$ cat src/hdl/dlr_pkg.sv
`timescale 1ns / 1ps

package dlr_pkg;

    // Coordinate width is fixed by the pixel and endpoint fields
    localparam int COORD_BITS = 12;
    // Default fraction width of the minor accumulator and slope
    localparam int FRAC_BITS  = 16;

    // Command codes
    localparam logic CMD_START = 1'b0;
    localparam logic CMD_STEP  = 1'b1;

    // Sequencer states
    typedef enum logic [1:0] {
        ST_IDLE,
        ST_PREP,
        ST_DIV
    } state_t;

    // Command beat
    typedef struct packed {
        logic                  cmd;
        logic [COORD_BITS-1:0] x_start;
        logic [COORD_BITS-1:0] y_start;
        logic [COORD_BITS-1:0] x_end;
        logic [COORD_BITS-1:0] y_end;
    } cmd_t;

    // Pixel beat
    typedef struct packed {
        logic [COORD_BITS-1:0] pixel_x;
        logic [COORD_BITS-1:0] pixel_y;
        logic                  last;
    } pix_t;

    // Divider status seen by the sequencer
    typedef struct packed {
        logic busy;
        logic done;
    } div_status_t;

endpackage

$ cat src/hdl/dlr_divider.sv
`timescale 1ns / 1ps

module dlr_divider #(
    parameter int NUM_BITS = dlr_pkg::COORD_BITS + dlr_pkg::FRAC_BITS,
    parameter int DEN_BITS = dlr_pkg::COORD_BITS
) (
    input  logic                    clk,
    input  logic                    rst_n,
    input  logic                    start,
    input  logic [NUM_BITS-1:0]     dividend,
    input  logic [DEN_BITS-1:0]     divisor,
    output dlr_pkg::div_status_t    status,
    output logic [NUM_BITS-1:0]     quotient
);

    localparam int CNT_BITS = $clog2(NUM_BITS + 1);

    logic                busy_reg, busy_next;
    logic                done_reg, done_next;
    logic [CNT_BITS-1:0] cnt_reg, cnt_next;
    logic [DEN_BITS-1:0] rem_reg, rem_next;
    logic [NUM_BITS-1:0] quo_reg, quo_next;
    logic [DEN_BITS-1:0] den_reg, den_next;

    logic [DEN_BITS:0]   shifted;
    logic [DEN_BITS:0]   diff;
    logic                fits;

    // Trial subtract of one quotient bit
    always_comb
    begin
        shifted = {rem_reg, quo_reg[NUM_BITS-1]};
        diff    = shifted - {1'b0, den_reg};
        fits    = ~diff[DEN_BITS];
    end

    // Advance the restoring division one bit per cycle
    always_comb
    begin
        busy_next = busy_reg;
        done_next = 1'b0;
        cnt_next  = cnt_reg;
        rem_next  = rem_reg;
        quo_next  = quo_reg;
        den_next  = den_reg;
        if (start)
        begin
            busy_next = 1'b1;
            cnt_next  = CNT_BITS'(NUM_BITS);
            rem_next  = '0;
            quo_next  = dividend;
            den_next  = divisor;
        end
        else if (busy_reg)
        begin
            rem_next = fits ? diff[DEN_BITS-1:0] : shifted[DEN_BITS-1:0];
            quo_next = {quo_reg[NUM_BITS-2:0], fits};
            cnt_next = cnt_reg - CNT_BITS'(1);
            if (cnt_reg == CNT_BITS'(1))
            begin
                busy_next = 1'b0;
                done_next = 1'b1;
            end
        end
    end

    // Hold control state
    always_ff @(posedge clk or negedge rst_n)
    begin
        if (!rst_n)
        begin
            busy_reg <= 1'b0;
            done_reg <= 1'b0;
            cnt_reg  <= '0;
        end
        else
        begin
            busy_reg <= busy_next;
            done_reg <= done_next;
            cnt_reg  <= cnt_next;
        end
    end

    // Hold working values
    always_ff @(posedge clk)
    begin
        rem_reg <= rem_next;
        quo_reg <= quo_next;
        den_reg <= den_next;
    end

    assign status.busy = busy_reg;
    assign status.done = done_reg;
    assign quotient    = quo_reg;

endmodule

$ cat src/hdl/dda_line_rasterizer.sv
`timescale 1ns / 1ps

// DDA line generator. A start beat loads two endpoints, picks the major
// axis (x only when its distance is strictly larger), orders the endpoints
// so the major coordinate rises and computes the slope minor/major with
// FRAC_BITS fraction bits, truncated toward zero. The slope comes from a
// restoring divider that yields one quotient bit per cycle, so after a
// start beat cmd_stall stays high through the prep and divide states, or
// through the prep state alone for a zero-length line. Each step beat
// then returns one pixel through an output register, so a line streams
// at one pixel per clock while pix_stall is low. The minor coordinate is
// floor(accumulator + 1/2), and the final pixel carries last. A step with
// no line in progress returns nothing; a start beat aborts any line in
// progress.
module dda_line_rasterizer #(
    parameter int FRAC_BITS = dlr_pkg::FRAC_BITS
) (
    input  logic          clk,
    input  logic          rst_n,
    input  logic          cmd_valid,
    output logic          cmd_stall,
    input  dlr_pkg::cmd_t cmd_data,
    output logic          pix_valid,
    input  logic          pix_stall,
    output dlr_pkg::pix_t pix_data
);

    localparam int CB      = dlr_pkg::COORD_BITS;
    localparam int NUM_W   = CB + FRAC_BITS;
    localparam int ACC_W   = CB + FRAC_BITS + 1;
    localparam logic [ACC_W:0] HALF = (ACC_W + 1)'(1) << (FRAC_BITS - 1);

    dlr_pkg::state_t state_reg, state_next;

    logic             line_active_reg, line_active_next;
    logic             pix_valid_reg, pix_valid_next;
    dlr_pkg::pix_t    pix_data_reg, pix_data_next;
    logic             x_major_reg, x_major_next;
    logic [CB-1:0]    major_pos_reg, major_pos_next;
    logic [CB-1:0]    major_end_reg, major_end_next;
    logic [CB-1:0]    min0_reg, min0_next;
    logic [CB-1:0]    min1_reg, min1_next;
    logic             neg_reg, neg_next;
    logic [ACC_W-1:0] acc_reg, acc_next;
    logic [ACC_W-1:0] slope_reg, slope_next;

    logic             accept;
    logic             div_start;
    logic [NUM_W-1:0] div_dividend;
    logic [NUM_W-1:0] div_quotient;
    dlr_pkg::div_status_t div_status;

    logic [CB:0]      dx, dy, adx, ady;
    logic             x_major_in;
    logic [CB-1:0]    maj0, maj1, mn0, mn1;
    logic             swap;
    logic [CB-1:0]    dmaj;
    logic [CB:0]      dmin, dmin_abs;
    logic [ACC_W:0]   round_sum;
    logic [CB-1:0]    minor;
    logic             is_last;

    assign accept = cmd_valid & ~cmd_stall;

    // Pick the major axis and order the endpoints
    always_comb
    begin
        dx         = {1'b0, cmd_data.x_end} - {1'b0, cmd_data.x_start};
        dy         = {1'b0, cmd_data.y_end} - {1'b0, cmd_data.y_start};
        adx        = dx[CB] ? -dx : dx;
        ady        = dy[CB] ? -dy : dy;
        x_major_in = adx > ady;
        maj0       = x_major_in ? cmd_data.x_start : cmd_data.y_start;
        maj1       = x_major_in ? cmd_data.x_end   : cmd_data.y_end;
        mn0        = x_major_in ? cmd_data.y_start : cmd_data.x_start;
        mn1        = x_major_in ? cmd_data.y_end   : cmd_data.x_end;
        swap       = maj0 > maj1;
    end

    // Form the distances for the divider
    always_comb
    begin
        dmaj         = major_end_reg - major_pos_reg;
        dmin         = {1'b0, min1_reg} - {1'b0, min0_reg};
        dmin_abs     = dmin[CB] ? -dmin : dmin;
        div_dividend = {dmin_abs[CB-1:0], FRAC_BITS'(0)};
    end

    // Round the minor coordinate, clamping below zero
    always_comb
    begin
        round_sum = {acc_reg[ACC_W-1], acc_reg} + HALF;
        minor     = round_sum[ACC_W] ? '0 : round_sum[FRAC_BITS +: CB];
        is_last   = major_pos_reg >= major_end_reg;
    end

    // Next state
    always_comb
    begin
        state_next = state_reg;
        unique case (state_reg)
            dlr_pkg::ST_IDLE:
            begin
                if (accept && cmd_data.cmd == dlr_pkg::CMD_START)
                begin
                    state_next = dlr_pkg::ST_PREP;
                end
            end
            dlr_pkg::ST_PREP:
            begin
                state_next = (dmaj == '0) ? dlr_pkg::ST_IDLE : dlr_pkg::ST_DIV;
            end
            dlr_pkg::ST_DIV:
            begin
                if (div_status.done)
                begin
                    state_next = dlr_pkg::ST_IDLE;
                end
            end
            default:
            begin
                state_next = dlr_pkg::ST_IDLE;
            end
        endcase
    end

    // Sequencer outputs
    always_comb
    begin
        cmd_stall = 1'b1;
        div_start = 1'b0;
        unique case (state_reg)
            dlr_pkg::ST_IDLE:
            begin
                cmd_stall = pix_valid_reg & pix_stall;
            end
            dlr_pkg::ST_PREP:
            begin
                div_start = (dmaj != '0);
            end
            dlr_pkg::ST_DIV:
            begin
                cmd_stall = 1'b1;
            end
            default:
            begin
                cmd_stall = 1'b1;
            end
        endcase
    end

    // Load lines, step pixels and retire pixel beats
    always_comb
    begin
        line_active_next = line_active_reg;
        pix_valid_next   = pix_valid_reg & pix_stall;
        pix_data_next    = pix_data_reg;
        x_major_next     = x_major_reg;
        major_pos_next   = major_pos_reg;
        major_end_next   = major_end_reg;
        min0_next        = min0_reg;
        min1_next        = min1_reg;
        neg_next         = neg_reg;
        acc_next         = acc_reg;
        slope_next       = slope_reg;

        unique case (state_reg)
            dlr_pkg::ST_IDLE:
            begin
                if (accept && cmd_data.cmd == dlr_pkg::CMD_START)
                begin
                    line_active_next = 1'b0;
                    x_major_next     = x_major_in;
                    major_pos_next   = swap ? maj1 : maj0;
                    major_end_next   = swap ? maj0 : maj1;
                    min0_next        = swap ? mn1 : mn0;
                    min1_next        = swap ? mn0 : mn1;
                end
                else if (accept && line_active_reg)
                begin
                    pix_valid_next        = 1'b1;
                    pix_data_next.pixel_x = x_major_reg ? major_pos_reg : minor;
                    pix_data_next.pixel_y = x_major_reg ? minor : major_pos_reg;
                    pix_data_next.last    = is_last;
                    if (is_last)
                    begin
                        line_active_next = 1'b0;
                    end
                    else
                    begin
                        major_pos_next = major_pos_reg + CB'(1);
                        acc_next       = acc_reg + slope_reg;
                    end
                end
            end
            dlr_pkg::ST_PREP:
            begin
                acc_next = {1'b0, min0_reg, FRAC_BITS'(0)};
                neg_next = dmin[CB];
                if (dmaj == '0)
                begin
                    slope_next       = '0;
                    line_active_next = 1'b1;
                end
            end
            dlr_pkg::ST_DIV:
            begin
                if (div_status.done)
                begin
                    slope_next = neg_reg ? -{1'b0, div_quotient} : {1'b0, div_quotient};
                    line_active_next = 1'b1;
                end
            end
            default:
            begin
                line_active_next = 1'b0;
            end
        endcase
    end

    // Hold control state
    always_ff @(posedge clk or negedge rst_n)
    begin
        if (!rst_n)
        begin
            state_reg       <= dlr_pkg::ST_IDLE;
            line_active_reg <= 1'b0;
            pix_valid_reg   <= 1'b0;
        end
        else
        begin
            state_reg       <= state_next;
            line_active_reg <= line_active_next;
            pix_valid_reg   <= pix_valid_next;
        end
    end

    // Hold line geometry and the pixel beat
    always_ff @(posedge clk)
    begin
        pix_data_reg  <= pix_data_next;
        x_major_reg   <= x_major_next;
        major_pos_reg <= major_pos_next;
        major_end_reg <= major_end_next;
        min0_reg      <= min0_next;
        min1_reg      <= min1_next;
        neg_reg       <= neg_next;
        acc_reg       <= acc_next;
        slope_reg     <= slope_next;
    end

    dlr_divider #(
        .NUM_BITS (NUM_W),
        .DEN_BITS (CB)
    ) u_divider (
        .clk      (clk),
        .rst_n    (rst_n),
        .start    (div_start),
        .dividend (div_dividend),
        .divisor  (dmaj),
        .status   (div_status),
        .quotient (div_quotient)
    );

    assign pix_valid = pix_valid_reg;
    assign pix_data  = pix_data_reg;

`ifndef SYNTHESIS
    // A new pixel only comes from a step taken while idle
    a_pix_from_idle: assert property (@(posedge clk) disable iff (!rst_n)
        $rose(pix_valid_reg) |-> $past(state_reg == dlr_pkg::ST_IDLE))
        else $error("pixel beat issued outside idle");

    // Commands are held off while the divider works
    a_stall_div: assert property (@(posedge clk) disable iff (!rst_n)
        div_status.busy |-> cmd_stall)
        else $error("command taken during division");

    // No line is live while its slope is being computed
    a_no_line_in_div: assert property (@(posedge clk) disable iff (!rst_n)
        (state_reg == dlr_pkg::ST_DIV) |-> !line_active_reg)
        else $error("line active during division");

    // The major position never passes the end of a live line
    a_major_bound: assert property (@(posedge clk) disable iff (!rst_n)
        line_active_reg |-> (major_pos_reg <= major_end_reg))
        else $error("major position beyond line end");
`endif

endmodule
$ cat config.mk
export PLATFORM = sky130hd
export DESIGN_NAME = dda_line_rasterizer
export DESIGN_NICKNAME = d
export VERILOG_FILES = /design/src/hdl/dlr_pkg.sv /design/src/hdl/dlr_divider.sv /design/src/hdl/dda_line_rasterizer.sv
export SDC_FILE = /design/constraint.sdc
export NUM_CORES = 1
export LEC_CHECK = 0
export ABC_AREA = 1
export BUFFER_PORTS_ARGS = -buffer_cell sky130_fd_sc_hd__buf_2
export CAP_MARGIN = 20
export CELL_PAD_IN_SITES_DETAIL_PLACEMENT = 1
export CELL_PAD_IN_SITES_GLOBAL_PLACEMENT = 1
export CORE_ASPECT_RATIO = 1.75
export CORE_UTILIZATION = 45
export DETAILED_ROUTE_END_ITERATION = 10
export PLACE_DENSITY = 0.76
export SLEW_MARGIN = 10
export SYNTH_ARGS = -nofsm -noshare
export SYNTH_HDL_FRONTEND = slang
export SYNTH_HIERARCHICAL = 1
export SYNTH_SLANG_ARGS = --single-unit
$ cat constraint.sdc
create_clock -name clk -period 8 [get_ports clk]
set_input_delay 1.2 -clock clk [delete_from_list [all_inputs] [get_ports clk]]
set_output_delay 1.2 -clock clk [all_outputs]
set_load 0.01 [all_outputs]
; Word level (Yosys, flattened, before mapping)
; Cells that the tools add are included.
[totals]
regBits = 196
in_bits = 53
output_inout_bits = 27
wordCells = 122
[classes]
add_sub_neg = 13
n_lt_le_gt_ge = 3
eq_ne = 12
mux = 51
bitwise_logic = 6
n_reduce_logical = 16
[op_table]
columns = operator, n
row1 = 2-to-1 mux 12 bit, 16
row2 = 2-to-1 mux 29 bit, 6
row3 = one-hot mux 29 bit (2 select lines), 2
row4 = 2-to-1 mux 28 bit, 2
row5 = subtractor 12 x 12 -> 13 bit, 3
row6 = adder 29 x 17 -> 30 bit (second input constant), 1
row7 = adder 29 bit, 1
row8 = negation 28 -> 29 bit, 1
row9 = 2-to-1 mux 13 bit, 2
row10 = negation 13 bit, 2
row11 = 2-to-1 mux 1 bit, 16
row12 = greater-than comparator 13 bit, 1
row13 = subtractor 13 x 12 -> 13 bit, 1
row14 = adder 12 x 1 -> 12 bit (second input constant), 1
row15 = >= comparator 12 bit, 1
row16 = greater-than comparator 12 bit, 1
row17 = logical NOT 12 bit, 1
row18 = negation 12 bit, 1
row19 = nonzero test 12 bit, 1
row20 = subtractor 12 bit, 1
row21 = 2-to-1 mux 5 bit, 2
row22 = != test 2 bit (second input constant), 5
row23 = AND reduction 3 bit, 3
row24 = AND reduction 4 bit, 2
row25 = 15 further kinds, 28

; Logic depth before layout (Yosys ltp)
; Gate-level depths: netlist (run 1).
[logic_depth]
depth_word = 8
ltp_mapped = 42
depth_no_buf = 38

; By module
; The synthesis (run 1) kept the hierarchy.
[by_module_without_submodules]
columns = mod, instances, cells_each, area_per_inst_um2, seq_area_each_um2
row1 = dda_line_rasterizer, 1, 1841, 13058.8, 4093.9
row2 = dlr_divider, 1, 414, 3235.6, 1616.6

; Worst setup path after synthesis (run 1)
; OpenSTA, ideal clock, no wires.
[synth_path]
kind = input to register
startpoint = in cmd_data[0] in the netlist's numbering
endpoint = reg major_pos_reg[1] (data pin)
setup_ps = 261
arrival_ps = 5461
required_time_ps = 7739
setup_slack_ps = 2279
path_stages = 35
path_buffers = 4
path_cell_list = inv_1 > ha_1 > fa_1 > nand2_1 > a21oi_1 > nand3_1 > nor2_1 > nand3_1 > nor2_1 > nand4_1 > nand2_1 > nand2_1 > nand2_1 > inv_1 > ha_1 > nand4_1 > nor2_1 > o21ai_1 > nand2_1 > nand2_1 > buf_4 > buf_2 > o21a_1 > ha_1 > nand2_1 > nor2_2 > nand4_2 > a21oi_2 > o22ai_4 > inv_2 > buf_6 > buf_6 > o211ai_1 > nand3_1 > nand2_1
[synth_between]
elab_chain_len = 8
elab_cells_between_ends = 9
classes_between = add/sub (2) / order compare (2) / mux (5)
[synth_rtl]
columns = element, line_no
row1 = from (decl), dda_line_rasterizer.sv:22  ; input dlr_pkg::cmd_t cmd_data,
row2 = subtractor 12 x 12 -> 13 bit, dda_line_rasterizer.sv:69  ; dy = {1'b0, cmd_data.y_end} - {1'b0, cmd_data.y_start};
row3 = negation 13 bit, dda_line_rasterizer.sv:71  ; ady = dy[CB] ? -dy : dy;
row4 = 2-to-1 mux 13 bit, dda_line_rasterizer.sv:71
row5 = greater-than comparator 13 bit, dda_line_rasterizer.sv:72  ; x_major_in = adx > ady;
row6 = 2-to-1 mux 12 bit (on tied branches), "dda_line_rasterizer.sv:73, dda_line_rasterizer.sv:74"
row7 = greater-than comparator 12 bit, dda_line_rasterizer.sv:77  ; swap = maj0 > maj1;
row8 = 2-to-1 mux 12 bit *, dda_line_rasterizer.sv:174  ; major_pos_next = swap ? maj1 : maj0;
row9 = 2-to-1 mux 12 bit *, dda_line_rasterizer.sv:170  ; if (accept && cmd_data.cmd == dlr_pkg::CMD_START)
row10 = to (signal assigned), dda_line_rasterizer.sv:243  ; major_pos_reg <= major_pos_next;
row11 = to (decl), dda_line_rasterizer.sv:39  ; logic [CB-1:0] major_pos_reg, major_pos_next;
; Every way passes the cells marked *; elsewhere a longest branch is shown, timed or not.
; A chain may end at the register's enable or synchronous reset.

; Worst setup path in the final report (run 1)
[layout_path]
startpoint = in cmd_data[12] in the netlist's numbering
endpoint = reg major_pos_reg[2] (data pin)
[layout_between]
elab_chain_len = 8
elab_cells_between_ends = 9
classes_between = add/sub (2) / order compare (2) / mux (5)
[layout_rtl]
columns = element, line_no
row1 = subtractor 12 x 12 -> 13 bit, dda_line_rasterizer.sv:68  ; dx = {1'b0, cmd_data.x_end} - {1'b0, cmd_data.x_start};
row2 = negation 13 bit, dda_line_rasterizer.sv:70  ; adx = dx[CB] ? -dx : dx;
row3 = 2-to-1 mux 13 bit, dda_line_rasterizer.sv:70
row4 = greater-than comparator 13 bit, dda_line_rasterizer.sv:72
row5 = 2-to-1 mux 12 bit (on tied branches), "dda_line_rasterizer.sv:73, dda_line_rasterizer.sv:74"
row6 = greater-than comparator 12 bit, dda_line_rasterizer.sv:77
row7 = 2-to-1 mux 12 bit *, dda_line_rasterizer.sv:174
row8 = 2-to-1 mux 12 bit *, dda_line_rasterizer.sv:170
; Marks and branches as above.

==> results of run 1 <==
[per-stage QoR]
step	hold slack, ps	total power, uW	instances	util [%]	setup WS, ps
after detailed placement	469	7300	2774	48.4	914
after CTS	484	8170	2806	50.0	1410
after floorplan	442	5820	2269	-	2280
final	486	8110	2806	50.0	1360
after global placement	464	7100	2773	48.4	1100
after global routing	504	8840	2806	50.0	865
[power by group through the flow]
| stage | logic (uW) | clock network [uW] | registers (uW) |
|---|---|---|---|
| floorplan | 3810 | 0 | 2020 |
| global placement | 4960 | 0 | 2140 |
| detailed placement | 5150 | 0 | 2160 |
| CTS | 5180 | 847 | 2140 |
| global route | 5790 | 877 | 2170 |
| finish | 5150 | 830 | 2130 |
[cell type report]
type                       instances  area [um^2]
timing repair buffer              92          497
inverter                         332         1250
sequential                       196         5710
clock inverter                    15          125
clock buffer                      17          425
tap                              465          582
fill                            4664        17700
multi-input combinational       1689         9120
[worst max-delay path by stage]
stage / depth (start not counted) / end / slack, ps
floorplan: 35 / major_pos_reg[1] / 2280
global placement: 31 / major_pos_reg[4] / 1100
detailed placement: 31 / major_pos_reg[2] / 910
CTS: 31 / major_pos_reg[2] / 1410
global route: 31 / major_pos_reg[2] / 870
finish: 32 / major_pos_reg[2] / 1360
[per-layer routing]
metal / part of all wire, % / routed length [um] / up-vias
li1: - / - / 7550
met3: 2.4 / 1290 / 190
met4: 8.3 / 4550 / 0
met2: 56 / 30300 / 317
met1: 34 / 18400 / 7413
met5: 0 / 0 / -
[placed cells by master (no fill, tap or decap), drive strengths merged, types with 7 or more instances in the layout]
cell	n
dfxtp	12
buf	92
nor2	175
xor2	35
a21oi	122
dfrtp	11
mux2i	24
clkinv	8
nand4	37
ha	124
clkbuf	17
o21bai	7
or2	8
inv	338
conb	16
o21ai	176
xnor2	16
nand2	690
nor3	23
o21a	17
nand3b	8
nand3	168
edfxtp	173
a21o	7
[worst reg2reg max path, cell delays in order, from the launching register on]
cell and delay, ps:
edfxtp_1 590, ha_1 330, fa_1 410, inv_1 100, nand3_1 90, nand2_1 130
nand2_1 80, nand2_1 60, nand2_1 50, nand2_1 90, nand3_1 80, nor2_1 90
nand3_1 80, nand2_1 120, inv_1 300, buf_4 360, inv_1 800, nand4_1 280
inv_1 120, nor2_1 40
==> impl_summary.md, run 1 <==
Timing
Derived from the worst setup path, the maximum achievable clock frequency is 151 MHz. The count of final max-slew check failures was 0. Setup repair after global routing left no endpoint under its margin. The number of endpoints with negative hold slack in the final report is 0. The final worst-path cycle share is 83.0%. The setup TNS is 0 ps. The clock period could shrink to 6640 ps. The worst setup skew after layout is 19.1 ps.

The final setup violation count is 0. Measured against its own limit, the worst slew margin works out to 28.2%. The transition at the pin with the smallest max-transition slack is 1080 ps.

Place
The total of buffers placed on input and output ports is 79. The congestion estimate from routability-driven global placement came to 1.00. The half-perimeter wire length after placement is 45,400 um.

The placed instances occupy a cell area of 17,200 um^2.

Status
The flow ran to the end, and the final reports show no timing, DRC or antenna violations.

CTS
TritonCTS built the clock tree. The quantity of gates resized following cts is 0. In this run the deepest clock path goes through 2 buffers. The later pin in the worst-skew pair is clocked with a latency of 470 ps. The tree built by TritonCTS fans out to 196 sinks.

The clock tree root buffer cell is clkbuf_16. The clock tree synthesis step divided the H-tree into 4 levels. After clock tree synthesis, the clock-pin slew on the worst setup and hold paths is 80 ps. The number of setup buffers added after CTS is 0.

Hold repair after CTS inserted 0 buffers. Buffers inserted during clock tree synthesis total 17.

Critical path
The critical path startpoint category is an input port. The most numerous cell type found on the critical path is nand2_1. The worst path required time is 8220 ps.

For the worst setup path, the data arrival time is 6860 ps. The timing startpoint of the critical path is cmd_data[12]. The largest individual stage delay along the critical path comes from the cell xor2_1. The top fanout value on the critical path is 38. The worst setup path is of the input port to flip-flop kind. Together, buffers and inverters on the worst path number 4. The worst setup slack for register-to-register paths is 3630 ps. The sort of element at the end of the critical path is a flip-flop. The reg-to-reg critical path startpoint is major_pos_reg[0]. On the critical path the largest part of the delay comes from simple AND/OR/NAND/NOR gates. The end of the worst register-to-register path is u_divider/busy_reg. The worst reg-to-reg path cell count is 19. For this run, the slowest stage of the critical path takes 450 ps.

Finish
The cell area after layout is 17,700 um^2. In the final design database the tool counted 2,511 nets. The area overhead of the layout relative to synthesis is 8.70%. Cells with a size suffix above 1 make up 7.65% of the layout.

The number of antenna diodes in the final layout is 0.

Die
The die area is 37,000 um^2. Pin placement for this block handled 80 I/O pins. The floorplan step set the die width to 146 um. In this run the vertical extent of the chip is 254 um.

The row count is 91. The initial core utilization is 46.0%. The core box area is 35,400 um^2.

Global routing
Global routing consumed, on the met2 layer, 60.4% of the routing resources. The initial antenna violation count was 0. The routing usage on met3 is 3.07%. The total overflow reported by the global router is 0. The layer flagged by global routing as most heavily used is met2. Entering global routing, the biggest net connects 58 pins. The via count of the first global-routing pass came to 16,600. The first global-routing pass estimated 85,600 um of wire. In the global route stage, met1 resource usage came out at 26.9%. Global routing used 30.3% of the available tracks.

Routing
The total DRC errors in the routed layout is 0. The detailed-router iteration count before antenna repair is 5. The first routing iteration left 547 violations. The via total after detailed routing is 15,500. In the final routed layout, each cell accounts on average for 19.4 um. The total length of routed wires is 54,500 um. The detail route stage leaves a number of antenna-violating nets equal to 0. The per-cell via count in the routed design is 5.51.

Synth
The cell count after synthesis is 2,254. Yosys printed 6 warnings. The mean post-synth cell area is 7.23 um^2. The cell area after technology mapping is 16,300 um^2.

Power
In this run, flip-flops and latches consume 26.3% of the power. The worst ir drop on vdd is 0.708 mV. The proportion of total power due to net switching is 51.9%. Internal power comes to 3900 uW. The clock network fraction of total power is 10.2%. The proportion of power drawn by combinational gates is 63.5%. For this design the total switching power over the nets is 4210 uW. Summed over all cells, the static leakage comes to 0.00872 uW. The power density of the placed cells is 458 nW/um^2.

Job
The total of max-cap violations is 0.

Hold path
The worst hold path passes through 2 cells. The startpoint of the worst hold path is u_divider/rem_reg[4]. The worst hold path terminates at u_divider/rem_reg[4]. The path class of the tightest hold or removal check is flip-flop to flip-flop.
Power figures use the tool's default switching activity.
==> run 2: changes to the inputs <==
--- a/config.mk
+++ b/config.mk
@@ -11,9 +11,9 @@
 export CELL_PAD_IN_SITES_DETAIL_PLACEMENT = 1
 export CELL_PAD_IN_SITES_GLOBAL_PLACEMENT = 1
 export CORE_ASPECT_RATIO = 1.75
-export CORE_UTILIZATION = 45
+export CORE_UTILIZATION = 42
 export DETAILED_ROUTE_END_ITERATION = 10
-export PLACE_DENSITY = 0.76
+export PLACE_DENSITY = 0.75
 export SLEW_MARGIN = 10
 export SYNTH_ARGS = -nofsm -noshare
 export SYNTH_HDL_FRONTEND = slang
==> constraint.sdc (replaced) <==
create_clock -name clk -period 5.75 [get_ports clk]
set_input_delay 0.8625 -clock clk [delete_from_list [all_inputs] [get_ports clk]]
set_output_delay 0.8625 -clock clk [all_outputs]
set_load 0.01 [all_outputs]
==> impl_summary.md, run 2 (synthesis gave the netlist of run 1 again) <==
Status
The flow ran to the end, but the final reports show violations. The checks that failed: DRC.

Critical path
The class of the most critical setup path is input port to flip-flop. STA classifies the critical path startpoint as an input port. The delay contributed by the slowest stage of the critical path came to 400 ps (-50 ps). The worst path required time is 6040 ps (-2180 ps). The data arrival at the endpoint of the critical path is 5930 ps (-930 ps).

The cell with the most instances on the worst path is nand2_1. STA classifies the critical path endpoint as a flip-flop. On the critical path, the stage with the largest delay is an instance of fa_2. The top fanout value on the critical path is 9 (-76%).

Routing
The number of nets still failing antenna checks after routing is 0 (unchanged). The starting DRC count in detailed routing is 631 (+15%). The detailed-router iteration count before antenna repair is 7 (+2). The via total after detailed routing is 16,400 (+6.0%).

The per-cell via count in the routed design came to 5.42 (-1.6%). The total DRC errors in the routed layout is 1 (+1). The average wire per standard cell is 19.5 um (+0.24%).

The total length of routed wires was 58,900 um (+8.0%).

Finish
The share of cells above drive strength 1 is 16.4% (+8.7 points). The net total in the final layout is 2,708 (+7.8%). The final-layout fill cell count was 4,933 (+5.8%). The library cell used most frequently in the layout, excluding fill and tap cells, is nand2_1.

Leaving out fill and tap cells, the most frequent cells in the layout are 667 x nand2_1, 324 x inv_1, 193 x buf_4. The antenna cell count is 0 (unchanged). From synthesis to final layout, the design area changed by 20.5%.

Power
The final total power came to 12,600 uW (+55%). The power density of the placed cells is 640 nW/um^2 (+40%). The leakage power is 0.00974 uW (+12%). The worst ir drop on vdd is 0.292 mV (-59%).

Job
The total of max-cap violations is 0 (unchanged).

Die
The count of pins on the block boundary is 80 (unchanged). The x dimension of the die came to 151 um (+3.5%). The die outline height is 263 um (+3.5%). The initial core utilization is 42.6% (-3.4 points). The core box area is 38,300 um^2 (+8.1%).

The row count is 95 (+4.4%). The die area is 39,600 um^2 (+7.1%).

Global routing
The first-pass GRT wire length is 90,300 um (+5.5%). The via count of the first global-routing pass is 17,600 (+6.3%). The total overflow reported by the global router was 0 (unchanged).

The pin count of the biggest net entering global routing is 53 (-8.6%). The overall track demand over capacity in global routing is 30.1% (-0.19 points). The initial antenna violation count is 0 (unchanged).

Timing
The number of endpoints with negative hold slack in the final report was 0 (unchanged). The final setup violation count was 0 (unchanged). The top achievable clock speed is 177 MHz.

The worst-case headroom to the max-slew limit came to 26.0% (-2.2 points). The transition at the pin with the smallest max-transition slack is 1110 ps (+29.2 ps). The final critical path time including I/O delays and setup is 5640 ps. The setup TNS is 0 ps (unchanged). The smallest hold slack was 277 ps (-209 ps). The final worst-path cycle share is 98.0%. The count of final max-slew check failures was 0 (unchanged).

The worst setup skew after layout came to 12.4 ps (-6.75 ps).

Hold path
The path class of the tightest hold or removal check is input port to asynchronous set/reset pin.

Place
The routability congestion estimate from global placement is 0.974 (-2.6%). The total of buffers placed on input and output ports is 79 (unchanged). The half-perimeter wire length after placement was 48,200 um (+6.2%).

CTS
The tree is rooted in a clkbuf_16. TritonCTS built the clock tree. The clock insertion delay at the later pin of the skew report is 470 ps (about the same). The maximum root-to-sink buffer count is 2 (unchanged).

The clock buffer count from CTS came to 17 (unchanged). The number of H-tree branching levels is 4 (unchanged). The number of sinks handled by clock tree synthesis is 196 (unchanged). The clock slew at the register clock pins of the worst setup and hold paths was 80 ps (about the same).
-- run 2: cell count changes in the layout (fill, tap and decap cells not counted), moves of 5 or more --
cell	change
buf_4	+181
clkbuf_16	+5
ha_1	-7
ha_4	+5
nand2_1	-9
nand2_2	+8
nor2_1	-8
nor2_2	+8
o21ai_0	-6
-- run 2: worst max-delay path, delay by kind of cell --
kind / cells / cell delay [ps]
compound gates: 5 / 810
mux: 1 / 240
fa+ha+maj: 4 / 1160
xor+xnor: 1 / 160
buf+inv: 12 / 1670
simple gates: 10 / 1010
-- run 2: what timing repair did --
item / in CTS / in global routing
hold buffers: 0 / 0
gates resized for setup: 0 / 64
buffers inserted: 0 / 14
setup endpoints to repair: 0 / 48
-- run 2: metrics by stage --
step / setup slack, ps / std cells / utilization [%] / instance area, um^2
final: 113 / 3022 / 51.3 / 19600
after global routing: -94.2 / 3022 / 51.3 / 19600
after CTS: 29.9 / 3001 / 49.9 / 19100
after detailed placement: -436 / 2970 / 48.5 / 18500
after global placement: -339 / 2970 / 48.5 / 18500
after floorplan: 366 / 2269 / - / 16300
-- run 2: power breakdown --
part	switching [uW]	internal, uW	leakage (uW)
Clock	559	638	0.000281
Sequential	434	2530	0.00189
Combinational	5240	3160	0.00756
-- run 2: path summary, 6_finish.rpt --
kind | startpoint | end | slack [ps] | cells past startpoint
min in group clk | u_divider/rem_reg[4] | u_divider/rem_reg[4] | 490 | 2
max in group asynchronous | rst_n | state_reg[1] | 5220 | 1
max reg2reg | major_pos_reg[0] | u_divider/rem_reg[6] | 1830 | 17
min reg2reg | u_divider/rem_reg[4] | u_divider/rem_reg[4] | 490 | 2
max | cmd_data[0] | min1_reg[10] | 110 | 33
min | rst_n | u_divider/cnt_reg[2] | 280 | 1
-- run 2: metal layers --
metal | vias up | global-route usage (%) | share of wire, %
li1 | 7941 | - | -
met1 | 7878 | 26.9 | 33
met2 | 357 | 58.3 | 56
met3 | 218 | 3.13 | 2.3
met4 | 0 | 24.4 | 8.9
met5 | - | 0 | 0
-- run 2: cell type report --
| type | instances | area [um^2] | share of cell area [%] |
|---|---|---|---|
| multi-input cells | 1690 | 9330 | 47.5 |
| clock inverters | 13 | 134 | 0.682 |
| flip-flops and latches | 196 | 5710 | 29.1 |
| clock buffers | 18 | 429 | 2.19 |
| repair buffers | 288 | 2160 | 11.0 |
| inverters | 332 | 1260 | 6.41 |
| well taps | 485 | 607 | 3.09 |
